--- src/rtl/rspt_pkg.sv ---
package rspt_pkg;

    localparam int IDX_W         = 24;
    localparam int KEY_W         = 8;
    localparam int PD_W          = 16;
    localparam int RIGHTS_W      = 8;
    localparam int ADDR64_W      = 64;
    localparam int DEFAULT_DEPTH = 1024;

    localparam logic [RIGHTS_W-1:0] RIGHTS_MASK_RESET = 8'hFF;

    localparam logic [2:0] MODE_REGISTER   = 3'd0;
    localparam logic [2:0] MODE_VALIDATE   = 3'd1;
    localparam logic [2:0] MODE_INVALIDATE = 3'd2;
    localparam logic [2:0] MODE_DROP       = 3'd3;
    localparam logic [2:0] MODE_CHECK      = 3'd4;

    localparam logic [2:0] STATUS_OK         = 3'd0;
    localparam logic [2:0] STATUS_STAG_INVAL = 3'd1;
    localparam logic [2:0] STATUS_PD_MISMATCH = 3'd2;
    localparam logic [2:0] STATUS_PERM_DENIED = 3'd3;
    localparam logic [2:0] STATUS_OUT_OF_BND = 3'd4;
    localparam logic [2:0] STATUS_UNKNOWN    = 3'd5;
    localparam logic [2:0] STATUS_UNUSABLE   = 3'd6;

    // Table entry as stored; limit is base + length, kept at 65 bits
    typedef struct packed {
        logic                  present;
        logic                  valid;
        logic [KEY_W-1:0]      key;
        logic [PD_W-1:0]       domain;
        logic [RIGHTS_W-1:0]   rights;
        logic [ADDR64_W-1:0]   base;
        logic [ADDR64_W:0]     limit;
    } entry_t;

    // Request context carried from acceptance to evaluation
    typedef struct packed {
        logic [2:0]            mode;
        logic [KEY_W-1:0]      key;
        logic [PD_W-1:0]       pd;
        logic [RIGHTS_W-1:0]   rights;
        logic [ADDR64_W-1:0]   base;
        logic [ADDR64_W-1:0]   len;
        logic                  in_range;
        logic                  elem_bad;
        logic [ADDR64_W:0]     addr;
        logic [ADDR64_W+1:0]   access_end;
        logic [ADDR64_W:0]     limit;
    } ctx_t;

    typedef struct packed {
        logic [2:0]            status;
        logic                  wr_en;
        entry_t                wr_entry;
    } eval_t;

endpackage

--- src/rtl/rspt_eval.sv ---
module rspt_eval (
    input  rspt_pkg::ctx_t   ctx,
    input  rspt_pkg::entry_t entry,
    input  logic [7:0]       rights_mask,
    output rspt_pkg::eval_t  res
);
    import rspt_pkg::*;

    logic present;
    logic perm_bad;
    logic below_base;
    logic past_limit;

    assign present    = ctx.in_range && entry.present;
    assign perm_bad   = (entry.rights & ctx.rights) != ctx.rights;
    assign below_base = ctx.addr < {1'b0, entry.base};
    assign past_limit = ctx.access_end > {1'b0, entry.limit};

    always_comb begin
        res.status   = STATUS_OK;
        res.wr_en    = 1'b0;
        res.wr_entry = entry;
        case (ctx.mode)
            MODE_REGISTER: begin
                if (!ctx.in_range || entry.present) begin
                    res.status = STATUS_UNUSABLE;
                end else begin
                    res.wr_en           = 1'b1;
                    res.wr_entry.present = 1'b1;
                    res.wr_entry.valid  = 1'b0;
                    res.wr_entry.key    = ctx.key;
                    res.wr_entry.domain = ctx.pd;
                    res.wr_entry.rights = ctx.rights & rights_mask;
                    res.wr_entry.base   = ctx.base;
                    res.wr_entry.limit  = ctx.limit;
                end
            end
            MODE_VALIDATE: begin
                if (!present) begin
                    res.status = STATUS_UNKNOWN;
                end else begin
                    res.wr_en          = 1'b1;
                    res.wr_entry.valid = 1'b1;
                end
            end
            MODE_INVALIDATE: begin
                if (!present) begin
                    res.status = STATUS_UNKNOWN;
                end else if (entry.domain != ctx.pd) begin
                    res.status = STATUS_PD_MISMATCH;
                end else begin
                    res.wr_en          = 1'b1;
                    res.wr_entry.valid = 1'b0;
                end
            end
            MODE_DROP: begin
                if (!present) begin
                    res.status = STATUS_UNKNOWN;
                end else begin
                    res.wr_en            = 1'b1;
                    res.wr_entry.present = 1'b0;
                    res.wr_entry.valid   = 1'b0;
                end
            end
            MODE_CHECK: begin
                if (ctx.elem_bad) begin
                    res.status = STATUS_OUT_OF_BND;
                end else if (!present) begin
                    res.status = STATUS_UNKNOWN;
                end else if (entry.key != ctx.key || !entry.valid) begin
                    res.status = STATUS_STAG_INVAL;
                end else if (entry.domain != ctx.pd) begin
                    res.status = STATUS_PD_MISMATCH;
                end else if (perm_bad) begin
                    res.status = STATUS_PERM_DENIED;
                end else if (below_base || past_limit) begin
                    res.status = STATUS_OUT_OF_BND;
                end
            end
            default: begin
                res.status = STATUS_UNUSABLE;
            end
        endcase
    end

endmodule
--- config.mk ---
export PLATFORM = sky130hd
export DESIGN_NAME = rspt_eval
export DESIGN_NICKNAME = d
export VERILOG_FILES = /design/src/rtl/rspt_pkg.sv /design/src/rtl/rspt_eval.sv
export SDC_FILE = /design/constraint.sdc
export NUM_CORES = 1
export LEC_CHECK = 0
export BUFFER_PORTS_ARGS = -buffer_cell sky130_fd_sc_hd__buf_2
export CAP_MARGIN = 20
export CORE_AREA = 8 8 262 264
export DETAILED_ROUTE_END_ITERATION = 7
export DIE_AREA = 0 0 270 272
export PLACE_DENSITY = 0.38
export SYNTH_ARGS = -nofsm -noshare
export SYNTH_HDL_FRONTEND = slang
export SYNTH_SLANG_ARGS = --single-unit
export TNS_END_PERCENT = 5
--- constraint.sdc ---
create_clock -name vclk -period 4.19
set_input_delay 0.2095 -clock vclk [all_inputs]
set_output_delay 0.2095 -clock vclk [all_outputs]
set_load 0.01 [all_outputs]
==> reports/qor.csv, run 1 <==
stage,metric,value,unit
worst_setup_path,worstSetupEndpoint,res[166],
synthesis,syn_nets,1594,
place,io_buffers,635,
floorplan,dieArea,73400,um^2
routing,wirelength,40300,um
synthesis,synth_area_leader_cell,ha_1,
routing,ant_nets,0,
place,pre_cts_slack,0.623,ns
flow_run,max_cap_viol_count,0,
finish,multi_input_area,4720,um^2
sta,max_freq,302,MHz
sta,setup_viol,0,
clock_tree,cts-resized-gates,0,
worst_setup_path,critPathCaptureType,output pin,
finish,seq_cells,0,
global_route,antenna_found_initial,2,
floorplan,coreArea,64800,um^2
global_route,grt_overflow,0,
worst_setup_path,crit_arrival,3.11,ns
floorplan,start_util,8.33,%
floorplan,num_io_pins,699,
sta,fin_crit_sh,79.2,%
global_route,grt_start_max_net_pins,136,
sta,worst_pin_slew,0.782,ns
global_route,use_met3,2.82,%
sta,rsz0062_at_grt,false,
sta,tns,0,ns
routing,drt_iter0_markers,279,
synthesis,synth_common_cells,"nand2_1, inv_1, ha_1",
sta,slew_headroom,47.9,%
global_route,busiest_layer,met2,
floorplan,fp.dieH,272,um
global_route,grt_pass1_wl,57900,um
routing,detail_route.first_pass.iterations,4,
finish,layout.nets,2204,
hold_path,hp-class,primary input to output pin,
global_route,use_met1,11.3,%
clock_tree,holdBufCountCts,0,
synthesis,yosys_warnings,0,
synthesis,avgSynthCellArea,5.78,um^2
finish,clock_buffers,0,
routing,drt-vias-per-instance,3.56,
global_route,grt_usage,10.1,%
global_route,use_met2,19.3,%
finish,fillers,7715,
global_route,grt_pass1_vias,9056,
synthesis,synthDistinctLibCells,43,
finish,drive_gt1_share,42.2,%
finish,syn2layout_area_growth,78.0,%
routing,vias,8570,
sta,slew_violations,0,
status,status,finished clean,
synthesis,syn_area,5400,um^2
worst_setup_path,cp_max_fo,3,
synthesis,ys_top_cells_by_area,"ha_1, nand2_1, o21ai_1",
place,dp_hpwl,37800,um
worst_setup_path,path_class,primary input to output pin,
sta,period_needed,3.32,ns
sta,whs,0.712,ns
finish,area.sequential,0,um^2
clock_tree,post_cts.repair.setup_buffers,0,
synthesis,syn_inst,934,
sta,setup_ws,0.873,ns
synthesis,ys_seq_area_share,0,%
synthesis,synth.most_common_cell,nand2_1,
worst_setup_path,start_kind,primary input,
sta,hold_viol_final,0,
floorplan,die_w,270,um
worst_setup_path,critPathRequiredTime,3.98,ns
worst_setup_path,crit_start,entry[61],
routing,drc_errors,0,
place,gp_congestion,0.908,
floorplan,row_count,94,
routing,wl_per_cell,16.7,um
synthesis,yosysTopAreaCellShare,29.7,%
==> metal layers <==
metal / routed length [um] / share of wire (%) / vias up
met5: 13 / 0.032 / -
met4: 395 / 0.98 / 2
met3: 3280 / 8.2 / 12
met2: 20500 / 51 / 412
met1: 16100 / 40 / 3729
li1: - / - / 4415
==> cell usage in the layout (no fill, tap or decap), drive strengths merged, types with 2 or more instances in the layout <==
master   instances
nand2          261
xor2            16
a221o            3
o31ai            3
nand2b           3
ha             128
a221oi           3
or3              2
o22ai            5
nor3             5
a211o            2
a21oi           48
a211oi           8
nand4           22
o2111ai          2
o21ai          148
a31oi            4
inv            144
buf            644
nand3           25
nor2b            3
nor2            15
xnor2            8
a2111oi          2
a21o            11
o211ai           3
or4              2
nor4            11
==> how the worst min path moves through the flow <==
stage          endpoint        from  cells past startpoint  slack (ns)
3_3_place_gp    res[71]    ctx[268]                      4        0.71
3_5_place_dp     res[6]      ctx[6]                      4        0.71
4_1_cts        res[133]  entry[133]                      4        0.72
2_1_floorplan  res[164]    ctx[360]                      1        0.50
5_1_grt        res[135]  entry[135]                      4        0.72
6_report       res[133]  entry[133]                      4        0.71
==> worst max-delay path: stages <==
cell and delay, ns:
buf_2 0.11, inv_1 0.07, ha_1 0.29, nand4_1 0.34, nor4_1 0.51, nand3_1 0.19
nor4_1 0.58, nand3_1 0.16, o211ai_1 0.11, or3b_1 0.36, buf_2 0.16
==> kinds of logic after synthesis <==
| logic type | count (synthesis) | synth area share, % |
|---|---|---|
| AOI/OAI and AO/OA | 247 | 25.6 |
| xor gates and xnor gates | 24 | 3.89 |
| adders and majority gates | 128 | 29.7 |
| buffers and inverters | 180 | 12.7 |
| and+or+nand+nor | 355 | 28.1 |
==> final cells by class <==
class	instances	share of cell area, %
multi-input combinational	754	49.1
timing repair buffer	644	34.0
tap	864	11.2
inverter	144	5.62
antenna	1	0.0260
==> through the flow <==
step                      instance area (um^2)  util, %  cells
after global placement                    9610     14.8   2406
after detailed placement                  9610     14.8   2406
after global routing                      9610     14.8   2406
after floorplan                           5400        -    934
final                                     9620     14.8   2407
after CTS                                 9610     14.8   2406
==> inputs of run 2 (changes only) <==
--- a/config.mk
+++ b/config.mk
@@ -5,11 +5,12 @@
 export SDC_FILE = /design/constraint.sdc
 export NUM_CORES = 1
 export LEC_CHECK = 0
+export ABC_AREA = 1
 export BUFFER_PORTS_ARGS = -buffer_cell sky130_fd_sc_hd__buf_2
 export CAP_MARGIN = 20
-export CORE_AREA = 8 8 262 264
+export CORE_AREA = 8 8 268 270
 export DETAILED_ROUTE_END_ITERATION = 7
-export DIE_AREA = 0 0 270 272
+export DIE_AREA = 0 0 276 278
 export PLACE_DENSITY = 0.38
 export SYNTH_ARGS = -nofsm -noshare
 export SYNTH_HDL_FRONTEND = slang
==> constraint.sdc (replaced) <==
create_clock -name vclk -period 2.9
set_input_delay 0.145 -clock vclk [all_inputs]
set_output_delay 0.145 -clock vclk [all_outputs]
set_load 0.01 [all_outputs]
==> run 2 against run 1 <==
Cell area increased by 4.4%. Flip-flop and latch count unchanged. Utilization about the same. Critical path depth increased by 7. Worst setup slack got worse by 0.21 ns. First-iteration DRC count decreased by 22%. Global-route usage decreased by 1.0 points. Clock-buffer cell count unchanged. Synthesized area increased by 7.9%. Cell count increased by 7.4%. Non-clock buffer count increased by 6. Largest cell class unchanged. Via count increased by 1.4%.
==> reports/qor.csv, run 2 <==
stage,metric,value,unit
worst_setup_path,cp_max_fo,3,
worst_setup_path,crit_arrival,2.09,ns
place,dp_hpwl,35500,um
sta,slew_violations,0,
synthesis,syn_inst,1084,
worst_setup_path,crit_start,entry[64],
worst_setup_path,max_stage_delay,0.33,ns
floorplan,fp.dieH,278,um
sta,fin_crit_sh,77.2,%
synthesis,ys_top_cells_by_area,"ha_1, nand2_1, inv_1",
synthesis,ys_seq_area_share,0,%
sta,rsz0062_at_grt,false,
finish,area.sequential,0,um^2
sta,slew_headroom,62.1,%
floorplan,die_w,276,um
floorplan,coreArea,67700,um^2
routing,drt-vias-per-instance,3.36,
finish,syn2layout_area_growth,72.1,%
global_route,grt_pass1_wl,54900,um
place,gp_congestion,0.806,
floorplan,start_util,8.60,%
synthesis,syn_nets,1744,
worst_setup_path,critPathCaptureType,output pin,
routing,ant_nets,0,
sta,period_needed,2.24,ns
sta,setup_viol,0,
global_route,grt_usage,9.06,%
place,io_buffers,635,
sta,tns,0,ns
routing,detail_route.first_pass.iterations,5,
synthesis,synth_common_cells,"nand2_1, inv_1, ha_1",
power_and_ir_drop,powerDensity,124,nW/um^2
floorplan,num_io_pins,699,
finish,final_cell_mix,"buf_2, nand2_1, inv_1",
place,dp.cells,2581,
power_and_ir_drop,max-vdd-ir-drop,0.0000431,V
worst_setup_path,critical_path.most_common_cell,nand2_1,
worst_setup_path,worstSetupEndpoint,res[166],
synthesis,avgSynthCellArea,5.38,um^2
worst_setup_path,start_kind,primary input,
routing,drc_errors,0,
finish,layout.nets,2361,
finish,clock_buffers,0,
clock_tree,post_cts.repair.setup_buffers,0,
global_route,grt_pass1_vias,8960,
global_route,grt_start_max_net_pins,70,
global_route,grt_overflow,0,
sta,hold_viol_final,0,
sta,worst_pin_slew,0.562,ns
finish,final_common_cell,buf_2,
synthesis,yosysTopAreaCellShare,27.5,%
floorplan,dieArea,76700,um^2
routing,wirelength,37900,um
synthesis,syn_area,5830,um^2
finish,final_util,14.8,%
worst_setup_path,slowest_stage,ha_1,
finish,finalNonFillerCells,2585,
power_and_ir_drop,leakagePower,5.80,nW
worst_setup_path,path_cells,buf_2 -> inv_1 -> ha_1 -> nand2_1 -> nor2_1 -> nand4_1 -> nor2_1 -> nand2_1 -> nand2_1 -> nor2_1 -> nand2_1 -> nand2_1 -> nand2_1 -> nand2_1 -> nand2_1 -> nand2_1 -> nand2_1 -> buf_2,
clock_tree,holdBufCountCts,0,
routing,drt_iter0_markers,219,
sta,max_freq,447,MHz
routing,vias,8690,
flow_run,max_cap_viol_count,0,
global_route,antenna_found_initial,7,
floorplan,row_count,96,
finish,drive_gt1_share,38.6,%
clock_tree,cts-resized-gates,0,
synthesis,synth.most_common_cell,nand2_1,
worst_setup_path,path_class,primary input to output pin,
hold_path,hp-class,primary input to output pin,
synthesis,synth_area_leader_cell,ha_1,
status,status,finished clean,
worst_setup_path,critPathRequiredTime,2.76,ns
synthesis,synthDistinctLibCells,36,
synthesis,yosys_warnings,0,
finish,seq_cells,0,
routing,wl_per_cell,14.7,um
## run 2: area by class of cell
class | instances | area (um^2)
well taps | 882 | 1100
inverters | 195 | 739
fillers | 8093 | 57700
diodes | 4 | 10.0
repair buffers | 650 | 3320
multi-input cells | 854 | 4870
## run 2: power breakdown
part / internal, mW / switching [mW] / total [mW]
registers: 0 / 0 / 0
logic: 0.574 / 0.673 / 1.25
clock network: 0.000000185 / 0 / 0.000000185
total: 0.574 / 0.673 / 1.25
## run 2: per-stage QoR
step | worst slack, ns | area, um^2 | hold WS, ns | power (mW)
after floorplan | 1.33 | 5830 | 0.408 | 0.584
after global placement | 0.524 | 10000 | 0.583 | 1.28
after detailed placement | 0.518 | 10000 | 0.581 | 1.27
after CTS | 0.511 | 10000 | 0.583 | 1.28
after global routing | 0.379 | 10000 | 0.598 | 1.42
final | 0.661 | 10000 | 0.579 | 1.25
## run 2: cell families (layout without fill, tap and decap cells)
logic type	after synthesis	after routing	share of synthesized area, %
xor gates and xnor gates	17	17	2.55
AOI/OAI and AO/OA	231	231	20.8
adders and majority gates	128	128	27.5
and+or+nand+nor	478	478	32.6
buffers and inverters	230	845	16.5
other	0	4	0
## run 2: how the worst min path moves through the flow
stage	start	endpoint	slack, ns	cells past startpoint
2_1_floorplan	ctx[334]	res[137]	0.41	2
3_3_place_gp	ctx[62]	res[62]	0.58	4
3_5_place_dp	ctx[63]	res[63]	0.58	4
4_1_cts	ctx[288]	res[91]	0.58	4
5_1_grt	ctx[50]	res[50]	0.60	4
6_report	ctx[288]	res[91]	0.58	4
## run 2: worst max-delay path, delay by kind of cell
family | cells | cell delay [ns]
fa+ha+maj | 1 | 0.33
buf+inv | 3 | 0.28
simple gates | 14 | 1.32
## run 2: routing by layer
layer / GRT usage [%] / up-vias / part of all wire (%)
met5: 0 / - / 0.034
met4: 0.581 / 2 / 0.63
met3: 2.44 / 14 / 7.3
met2: 17.1 / 342 / 51
met1: 10.5 / 3625 / 41
li1: - / 4707 / -
Note: power is estimated with default switching activity, not from simulation.
