<file path="config.mk">
export PLATFORM = sky130hd
export DESIGN_NAME = rspt_ram
export DESIGN_NICKNAME = d
export VERILOG_FILES = /design/src/rtl/rspt_ram.sv
export SDC_FILE = /design/constraint.sdc
export NUM_CORES = 1
export LEC_CHECK = 0
export BUFFER_PORTS_ARGS = -buffer_cell sky130_fd_sc_hd__buf_4
export CORE_UTILIZATION = 52
export CTS_CLUSTER_DIAMETER = 40
export DETAILED_ROUTE_END_ITERATION = 16
export HOLD_SLACK_MARGIN = 0.06
export PLACE_DENSITY_LB_ADDON = 0.25
export REMOVE_ABC_BUFFERS = 1
export SETUP_SLACK_MARGIN = 0.5
export SLEW_MARGIN = 0
export SYNTH_ARGS = -nofsm -noshare
export SYNTH_HDL_FRONTEND = slang
export SYNTH_SLANG_ARGS = --single-unit
</file>
<file path="constraint.sdc">
create_clock -name clk -period 2.7 [get_ports clk]
set_input_delay 0.54 -clock clk [delete_from_list [all_inputs] [get_ports clk]]
set_output_delay 0.54 -clock clk [all_outputs]
set_load 0.1 [all_outputs]
</file>
<file path="src/rtl/rspt_ram.sv">
module rspt_ram #(
    parameter int WIDTH = 8,
    parameter int DEPTH = 16,
    localparam int AW = (DEPTH > 1) ? $clog2(DEPTH) : 1
) (
    input  logic             clk,
    input  logic             wr_en,
    input  logic [AW-1:0]    wr_addr,
    input  logic [WIDTH-1:0] wr_data,
    input  logic             rd_en,
    input  logic [AW-1:0]    rd_addr,
    output logic [WIDTH-1:0] rd_data
);

    logic [WIDTH-1:0] mem [DEPTH];
    logic [WIDTH-1:0] rd_data_reg;

    always_ff @(posedge clk) begin
        if (wr_en) begin
            mem[wr_addr] <= wr_data;
        end
        if (rd_en) begin
            rd_data_reg <= mem[rd_addr];
        end
    end

    assign rd_data = rd_data_reg;

endmodule

</file>
==> results of run 1 <==
-- cell usage after synthesis (all sizes together) --
library cell | count | area share (%)
clkdlybuf4s25 | 3 | 0.57
buf | 7 | 1.1
mux4 | 32 | 15
nand3 | 1 | 0.096
nor3 | 4 | 0.38
nor2 | 13 | 0.93
nor2b | 1 | 0.12
edfxtp | 136 | 78
nand2b | 2 | 0.24
a22oi | 16 | 2.3
and2b | 1 | 0.14
and2 | 1 | 0.12
or3b | 1 | 0.17
nand3b | 2 | 0.29
nand2 | 9 | 0.65
-- metrics by stage --
stage	cells	worst slack [ps]	instance area [um2]	hold WS, ps	total power, mW
global placement	396	499.3	5650	726.9	2.729
detailed placement	396	455.2	5650	745.4	2.739
floorplan	219	667.1	5141	638.9	2.602
finish	427	930.1	6182	331.1	4.764
global route	427	911.1	6182	321.4	4.898
CTS	427	914.5	6182	311.7	4.801
-- kinds of logic (layout without fill, tap and decap cells) --
logic type	Yosys count	in the layout	share of synthesized area, %
muxes	32	32	14.79
AOI/OAI and AO/OA	16	16	2.298
DFF	136	136	78.12
buffers and inverters	10	75	1.651
and+or+nand+nor	35	35	3.136
-- worst paths after layout --
kind,start,end,cells past startpoint
setup / recovery,rd_data[0],rd_data[0],1
hold / removal,wr_data[4],mem[15][4],1
setup reg to reg,mem[1][3],rd_data[3],3
hold reg to reg,mem[14][0],rd_data[0],3
-- area by class of cell --
type	instances	area, um2	share of cell area (%)
Clock inverter	12	110.1	1.781
Tap cell	133	166.4	2.692
Clock buffer	19	421.7	6.820
Multi-Input combinational cell	83	1057	17.10
Sequential cell	136	4084	66.06
Timing Repair Buffer	44	342.8	5.545
-- per-layer routing --
metal | vias up | wire [um] | track usage (%)
li1 | 1084 | - | -
met4 | 0 | 107 | 7.912
met5 | - | 0 | 0
met3 | 9 | 466 | 5.404
met1 | 1282 | 4326 | 28.69
met2 | 81 | 4771 | 32.32
-- where the power goes --
group	internal, mW	switching [mW]	total, mW
sequential	2.38	0.0143	2.39
combinational	0.104	0.194	0.298
clock	1.28	0.788	2.07
==> impl_metrics.csv, run 1 <==
group,metric,value,unit
synthesis,syn-instance-count,229,
clock_network,cts_tree,"done",
detailed_routing,wl,9.671,mm
cells_and_area,drive_gt1_share,29.93,%
clock_network,h-tree-depth,4,
cells_and_area,fin_util,63.25,%
cells_and_area,nets,301,
worst_setup_path,worst-setup-path-type,"reg -> out",
sta,relSlewSlack,51.19,%
pwr,ir_worst_vdd,0.3985,mV
worst_setup_path,cpPeakStageDelay,400,ps
synthesis,ys_seq_area_share,78.12,%
detailed_routing,first_pass_iters,4,
placed_design,portBuffers,26,
synthesis,synth-seq-cells,136,
sta,fmax,565.0,MHz
clock_network,post_cts_buffers,0,
hold_path,hp-class,"in -> reg",
pwr,leakage,2.089,nW
worst_setup_path,arrival,1230,ps
detailed_routing,vias_per_cell,5.752,
pwr,power_density,770.7,nW/um2
die,initial_core_util,53.48,%
clock_network,hold_buffers,0,
worst_setup_path,r2r_slack,1230,ps
sta,timing.final.crit_share,65.55,%
sta,skew,5.845,ps
worst_setup_path,crit_chain,"buf_4",
clock_network,cts_resized,0,
cells_and_area,areaGrowthSynthToFinish,18.26,%
die,row_count,36,
die,die_height,102.3,um
clock_network,clock_sinks,136,
outcome,status,"finished, final reports clean",
synthesis,yosysUniqueCellTypes,18,
detailed_routing,drc,0,
detailed_routing,drt_first_iter_violations,157,
grt,grt_max_degree,33,
clock_network,cts_max_path_buffers,2,
cells_and_area,final_cell_mix,"edfxtp_1 (136), buf_4 (43), mux4_2 (18)",
sta,rsz0062_at_grt,"no",
worst_setup_path,cp-start-kind,"flop",
sta,setup_violations,0,
grt,grt_pass1_vias,2434,
detailed_routing,wl_per_cell,22.65,um
worst_setup_path,cp_top_family,"flip-flops",
sta,period_minus_slack,1770,ps
grt,overflow,0,
die,die_area,10460,um2
cells_and_area,final_common_cell,"edfxtp_1",
detailed_routing,final_antenna_net_count,0,
synthesis,avgSynthCellArea,22.83,um2
sta,drv_slew,0,
cells_and_area,largest_reg_flops,128,
synthesis,syn_area,5228,um2
clock_network,path_clk_slew,60,ps
sta,fin_tns_setup,0,ps
worst_setup_path,cp-end-kind,"output pin",
grt,antenna_found_initial,0,
placed_design,dp_hpwl,6.089,mm
job,maxCapViolations,0,
sta,worst_slew_pin_slew,730.6,ps
worst_setup_path,cp_max_fo,1,
cells_and_area,n_antenna_cell,0,
grt,grtUsageTotal,20.81,%
die,pin_count,27,
cells_and_area,nFillCells,670,
die,die_w,102.3,um
clock_network,insertion_delay,520,ps
detailed_routing,vias,2456,
clock_network,cts_made_buffers,17,
worst_setup_path,crit_path_top_delay_cell,"edfxtp_1",
clock_network,cts-root-buf,"clkbuf_8",
grt,grt_pass1_wl,14.50,mm
die,core_area,9774,um2
placed_design,gp_congestion,0.6954,
worst_setup_path,cp.buffers_inverters,1,
sta,hold_viol,0,
worst_setup_path,required,2160,ps
synthesis,yosys_warnings,0,
(Power assumes the default switching activity.)
==> inputs of run 2 (changes only) <==
==> constraint.sdc (replaced) <==
create_clock -name clk -period 1.6 [get_ports clk]
set_input_delay 0.32 -clock clk [delete_from_list [all_inputs] [get_ports clk]]
set_output_delay 0.32 -clock clk [all_outputs]
set_load 0.1 [all_outputs]
==> run 2 against run 1 <==
Via count increased by 1.5%. Largest power group unchanged. Critical endpoint is now rd_data[1]. Setup slack got worse by 820 ps. Global-route usage is 0.37 points higher.
==> impl_metrics.csv, run 2 (synthesized netlist as in run 1, its figures left out) <==
group,metric,value,unit
placed_design,dpl_cell_area,5763,um2
clock_network,hold_buffers,0,
hold_path,hp-class,"in -> reg",
clock_network,cts_made_buffers,17,
worst_setup_path,worst-setup-path-type,"reg -> out",
pwr,finalPower,8.492,mW
cells_and_area,fin_util,65.75,%
sta,setup_violations,0,
cells_and_area,nets,311,
pwr,leakage,2.140,nW
clock_network,cts_max_path_buffers,2,
worst_setup_path,crit_path_top_delay_cell,"edfxtp_1",
sta,skew,8.327,ps
die,row_count,36,
sta,relSlewSlack,36.65,%
clock_network,post_cts_buffers,0,
detailed_routing,vias_per_cell,5.689,
detailed_routing,drt_first_iter_violations,145,
worst_setup_path,crit_chain,"buf_6",
grt,antenna_found_initial,0,
cells_and_area,areaGrowthSynthToFinish,22.93,%
worst_setup_path,cp_top_family,"flip-flops",
cells_and_area,drive_gt1_share,42.62,%
sta,worst_slew_pin_slew,948.3,ps
pwr,switching_share,20.51,%
placed_design,gp_congestion,0.7466,
grt,grt_max_degree,17,
die,pin_count,27,
pwr,internal_power,6.750,mW
clock_network,cts_tree,"done",
sta,drv_slew,0,
cells_and_area,final_cell_mix,"edfxtp_1 (136), buf_4 (41), mux4_2 (30)",
cells_and_area,final_common_cell,"edfxtp_1",
pwr,power_density,1321,nW/um2
worst_setup_path,cp-start-kind,"flop",
sta,fmax,669.8,MHz
placed_design,dp_hpwl,6.237,mm
clock_network,h-tree-depth,4,
grt,overflow,0,
clock_network,insertion_delay,520,ps
grt,grtUsageTotal,21.18,%
cells_and_area,n_antenna_cell,0,
sta,hold_viol,0,
worst_setup_path,cp-end-kind,"output pin",
worst_setup_path,cp.buffers_inverters,1,
job,maxCapViolations,0,
cells_and_area,final_area,6426,um2
detailed_routing,final_antenna_net_count,0,
detailed_routing,vias,2492,
sta,timing.final.crit_share,93.32,%
pwr,combPwrFrac,6.8,%
sta,timing.hold.ws,106.6,ps
sta,rsz0062_at_grt,"yes",
pwr,pwr-share-seq,47.6,%
sta,period_minus_slack,1493,ps
grt,grt_pass1_wl,14.68,mm
detailed_routing,wl,9.718,mm
pwr,power_frac_clock,45.6,%
outcome,status,"finished, final reports clean",
detailed_routing,first_pass_iters,4,
detailed_routing,wl_per_cell,22.19,um
die,initial_core_util,53.48,%
pwr,netSwitchingPower,1.742,mW
die,die_w,102.3,um
grt,grt_pass1_vias,2603,
clock_network,clock_sinks,136,
worst_setup_path,arrival,1170,ps
die,die_area,10460,um2
worst_setup_path,cpPeakStageDelay,440,ps
placed_design,portBuffers,26,
clock_network,path_clk_slew,60,ps
worst_setup_path,required,1280,ps
pwr,ir_worst_vdd,0.7274,mV
cells_and_area,largest_reg_flops,128,
clock_network,cts-root-buf,"clkbuf_8",
worst_setup_path,cp_max_fo,1,
die,core_area,9774,um2
die,die_height,102.3,um
detailed_routing,drc,0,
[run 2: cell types whose count changed in the layout (fill, tap and decap cells not counted), sizes merged]
cell,before,now
bufinv,2,4
clkbuf,19,18
buf,44,54
clkinv,8,5
clkinvlp,2,5
[run 2: final cells by class]
type | count | area [um2]
Clock inverter | 14 | 181.4
Tap cell | 133 | 166.4
Sequential cell | 136 | 4084
Timing Repair Buffer | 54 | 489.2
Multi-Input combinational cell | 83 | 1087
Clock buffer | 18 | 417.9
Fill cell | 648 | 3348
[run 2: repair_timing]
item | 4_1_cts | 5_1_grt
pin swaps | 14 | 2
setup endpoints to repair | 16 | 24
resized for setup | 28 | 8
[run 2: metrics by stage]
| stage | instances | setup WS, ps | setup TNS [ps] |
|---|---|---|---|
| after floorplan | 219 | -212.9 | -1703 |
| after global placement | 406 | -237.6 | -1745 |
| after detailed placement | 406 | -245.6 | -1923 |
| after CTS | 438 | 83.24 | 0 |
| after global routing | 438 | 72.03 | 0 |
| final | 438 | 106.9 | 0 |
[run 2: worst paths after layout]
check / from / slack, ps / cells past startpoint / to
max: rd_data[1] / 110 / 1 / rd_data[1]
min: wr_data[5] / 110 / 1 / mem[7][5]
max reg2reg: mem[0][1] / 190 / 3 / rd_data[1]
min reg2reg: mem[15][3] / 740 / 3 / rd_data[3]
[run 2: power by group through the flow]
stage          combinational, mW  clock [mW]  sequential (mW)
3_3_place_gp               0.529           0             4.11
3_5_place_dp               0.538           0             4.11
6_report                   0.576        3.87             4.04
5_1_grt                    0.609        4.09             4.05
4_1_cts                    0.574        3.94             4.04
2_1_floorplan              0.160           0             4.23
[run 2: per-layer routing]
metal	track usage [%]	wire, um
met3	6.566	651
met5	0	0
met1	27.57	3995
met2	33.40	4913
met4	8.901	158
==> inputs of run 3 (changes only) <==
--- a/config.mk
+++ b/config.mk
@@ -10,7 +10,7 @@
 export CTS_CLUSTER_DIAMETER = 40
 export DETAILED_ROUTE_END_ITERATION = 16
 export HOLD_SLACK_MARGIN = 0.06
-export PLACE_DENSITY_LB_ADDON = 0.25
+export PLACE_DENSITY_LB_ADDON = 0.05
 export REMOVE_ABC_BUFFERS = 1
 export SETUP_SLACK_MARGIN = 0.5
 export SLEW_MARGIN = 0
==> run 3 against run 2 <==
Cell area fell by 0.78%. Sequential share of layout area rose by 0.50 points. Clock skew rose by 1.7 ps. Critical path type unchanged. Combinational power barely moved. Fmax rose by 0.86%. Register-to-register slack got worse by 30 ps. Clock-buffer cell count rose by 1. Largest cell class unchanged. Core utilization fell by 0.51 points. Highest routed layer unchanged. Sequential power barely moved. Die area did not move. Clock power fell by 11%. Power fell by 4.9%.
==> impl_metrics.csv, run 3 (synthesized netlist as in run 1, its figures left out) <==
group,metric,value,unit
clock_network,cts_made_buffers,17,
clock_network,cts_max_path_buffers,2,
clock_network,h-tree-depth,4,
cells_and_area,ff_latch_area,4084,um2
worst_setup_path,arrival,1160,ps
clock_network,cts_tree,"done",
cells_and_area,drive_gt1_share,40.07,%
sta,timing.hold.ws,111.8,ps
cells_and_area,multi_input_area,1085,um2
sta,skew,9.983,ps
sta,relSlewSlack,29.69,%
clock_network,clock_sinks,136,
die,die_w,102.3,um
placed_design,dp_hpwl,6.511,mm
placed_design,portBuffers,26,
worst_setup_path,cp-start-kind,"flop",
detailed_routing,final_antenna_net_count,0,
cells_and_area,fin_util,65.23,%
worst_setup_path,crit_path_top_delay_cell,"edfxtp_1",
worst_setup_path,cpPeakStageDelay,440,ps
sta,worst_slew_pin_slew,1053,ps
worst_setup_path,cp-end-kind,"output pin",
detailed_routing,drc,0,
die,pin_count,27,
grt,grt_max_degree,17,
cells_and_area,nets,313,
worst_setup_path,cp_max_fo,1,
cells_and_area,nFillCells,682,
worst_setup_path,timing.rr.end,"rd_data[2]",
pwr,leakage,2.141,nW
hold_path,hp-class,"in -> reg",
cells_and_area,final_cell_mix,"edfxtp_1 (136), buf_4 (42), mux4_2 (28)",
worst_setup_path,worst-setup-path-type,"reg -> out",
die,core_area,9774,um2
cells_and_area,final_common_cell,"edfxtp_1",
worst_setup_path,r2r_start,"mem[10][2]",
placed_design,gp_congestion,0.6960,
sta,fin_tns_setup,0,ps
clock_network,hold_buffers,0,
placed_design,place_ws,-250.6,ps
outcome,status,"finished, final reports clean",
grt,grtUsageTotal,21.79,%
sta,rsz0062_at_grt,"yes",
clock_network,insertion_delay,500,ps
die,die_area,10460,um2
grt,grt_pass1_wl,15.27,mm
worst_setup_path,rr_worst_depth,3,
detailed_routing,drt_first_iter_violations,111,
sta,setup_violations,0,
detailed_routing,vias,2447,
cells_and_area,largest_reg_flops,128,
job,maxCapViolations,0,
die,row_count,36,
hold_path,holdPathStages,1,
worst_setup_path,required,1280,ps
sta,period_minus_slack,1480,ps
sta,drv_slew,0,
sta,hold_viol,0,
clock_network,post_cts_buffers,0,
grt,overflow,0,
sta,timing.final.crit_share,92.52,%
sta,fmax,675.5,MHz
detailed_routing,first_pass_iters,6,
pwr,power_density,1266,nW/um2
clock_network,cts-root-buf,"clkbuf_8",
worst_setup_path,cp.buffers_inverters,1,
detailed_routing,vias_per_cell,5.561,
hold_path,min_from,"wr_data[3]",
worst_setup_path,r2r_slack,160,ps
detailed_routing,wl_per_cell,22.54,um
die,die_height,102.3,um
worst_setup_path,crit_chain,"buf_6",
grt,antenna_found_initial,0,
clock_network,path_clk_slew,60,ps
pwr,ir_worst_vdd,0.9151,mV
die,initial_core_util,53.48,%
grt,grt_pass1_vias,2603,
cells_and_area,areaGrowthSynthToFinish,21.97,%
sta,fin_ws,119.7,ps
hold_path,min_to,"mem[5][3]",
cells_and_area,n_antenna_cell,0,
detailed_routing,wl,9.918,mm
worst_setup_path,cp_top_family,"flip-flops",
[run 3: changes by cell type in the layout (fill, tap and decap cells not counted), moves of 2 or more]
cell,previous run,this run
mux4_2,30,28
clkinv_1,1,5
clkinvlp_4,5,1
bufinv_16,4,2
mux4_1,2,4
a22oi_1,2,4
a22oi_2,14,12
[run 3: layout make-up]
type,count,share of cell area [%]
Clock inverter,13,1.746
Tap cell,133,2.610
Multi-Input combinational cell,83,17.01
Timing Repair Buffer,56,7.967
Clock buffer,19,6.613
Sequential cell,136,64.05
[run 3: metrics by stage]
step / std cells / power [mW] / cell area (um2)
finish: 440 / 8.072 / 6376
CTS: 440 / 8.135 / 6364
floorplan: 219 / 4.391 / 5141
detailed placement: 408 / 4.657 / 5778
global route: 440 / 8.328 / 6376
global placement: 408 / 4.649 / 5778
[run 3: power by group]
| group | internal (mW) | switching [mW] | total (mW) |
|---|---|---|---|
| Combinational | 0.228 | 0.351 | 0.579 |
| Sequential | 4.02 | 0.0266 | 4.04 |
| Clock | 2.17 | 1.28 | 3.45 |
| Total | 6.41 | 1.66 | 8.07 |
[run 3: per-layer routing]
| layer | wire length [um] | vias up | track usage [%] |
|---|---|---|---|
| li1 | - | 1103 | - |
| met1 | 4215 | 1261 | 28.84 |
| met3 | 693 | 6 | 6.498 |
| met2 | 4914 | 77 | 34.33 |
| met4 | 95 | 0 | 8.571 |
| met5 | 0 | - | 0 |
[run 3: worst max path at each step]
stage	startpoint	end	slack [ps]	cells past startpoint
6_report	rd_data[0]	rd_data[0]	120	1
5_1_grt	rd_data[0]	rd_data[0]	70	1
4_1_cts	rd_data[2]	rd_data[2]	100	1
3_5_place_dp	rd_addr[0]	rd_data[2]	-250	5
3_3_place_gp	rd_addr[0]	rd_data[2]	-250	5
2_1_floorplan	wr_addr[2]	mem[0][0]	-210	2
[run 3: repair_timing]
| item | CTS | global route |
|---|---|---|
| pin swaps | 10 | 4 |
| setup endpoints to repair | 24 | 29 |
| resized for setup | 30 | 3 |
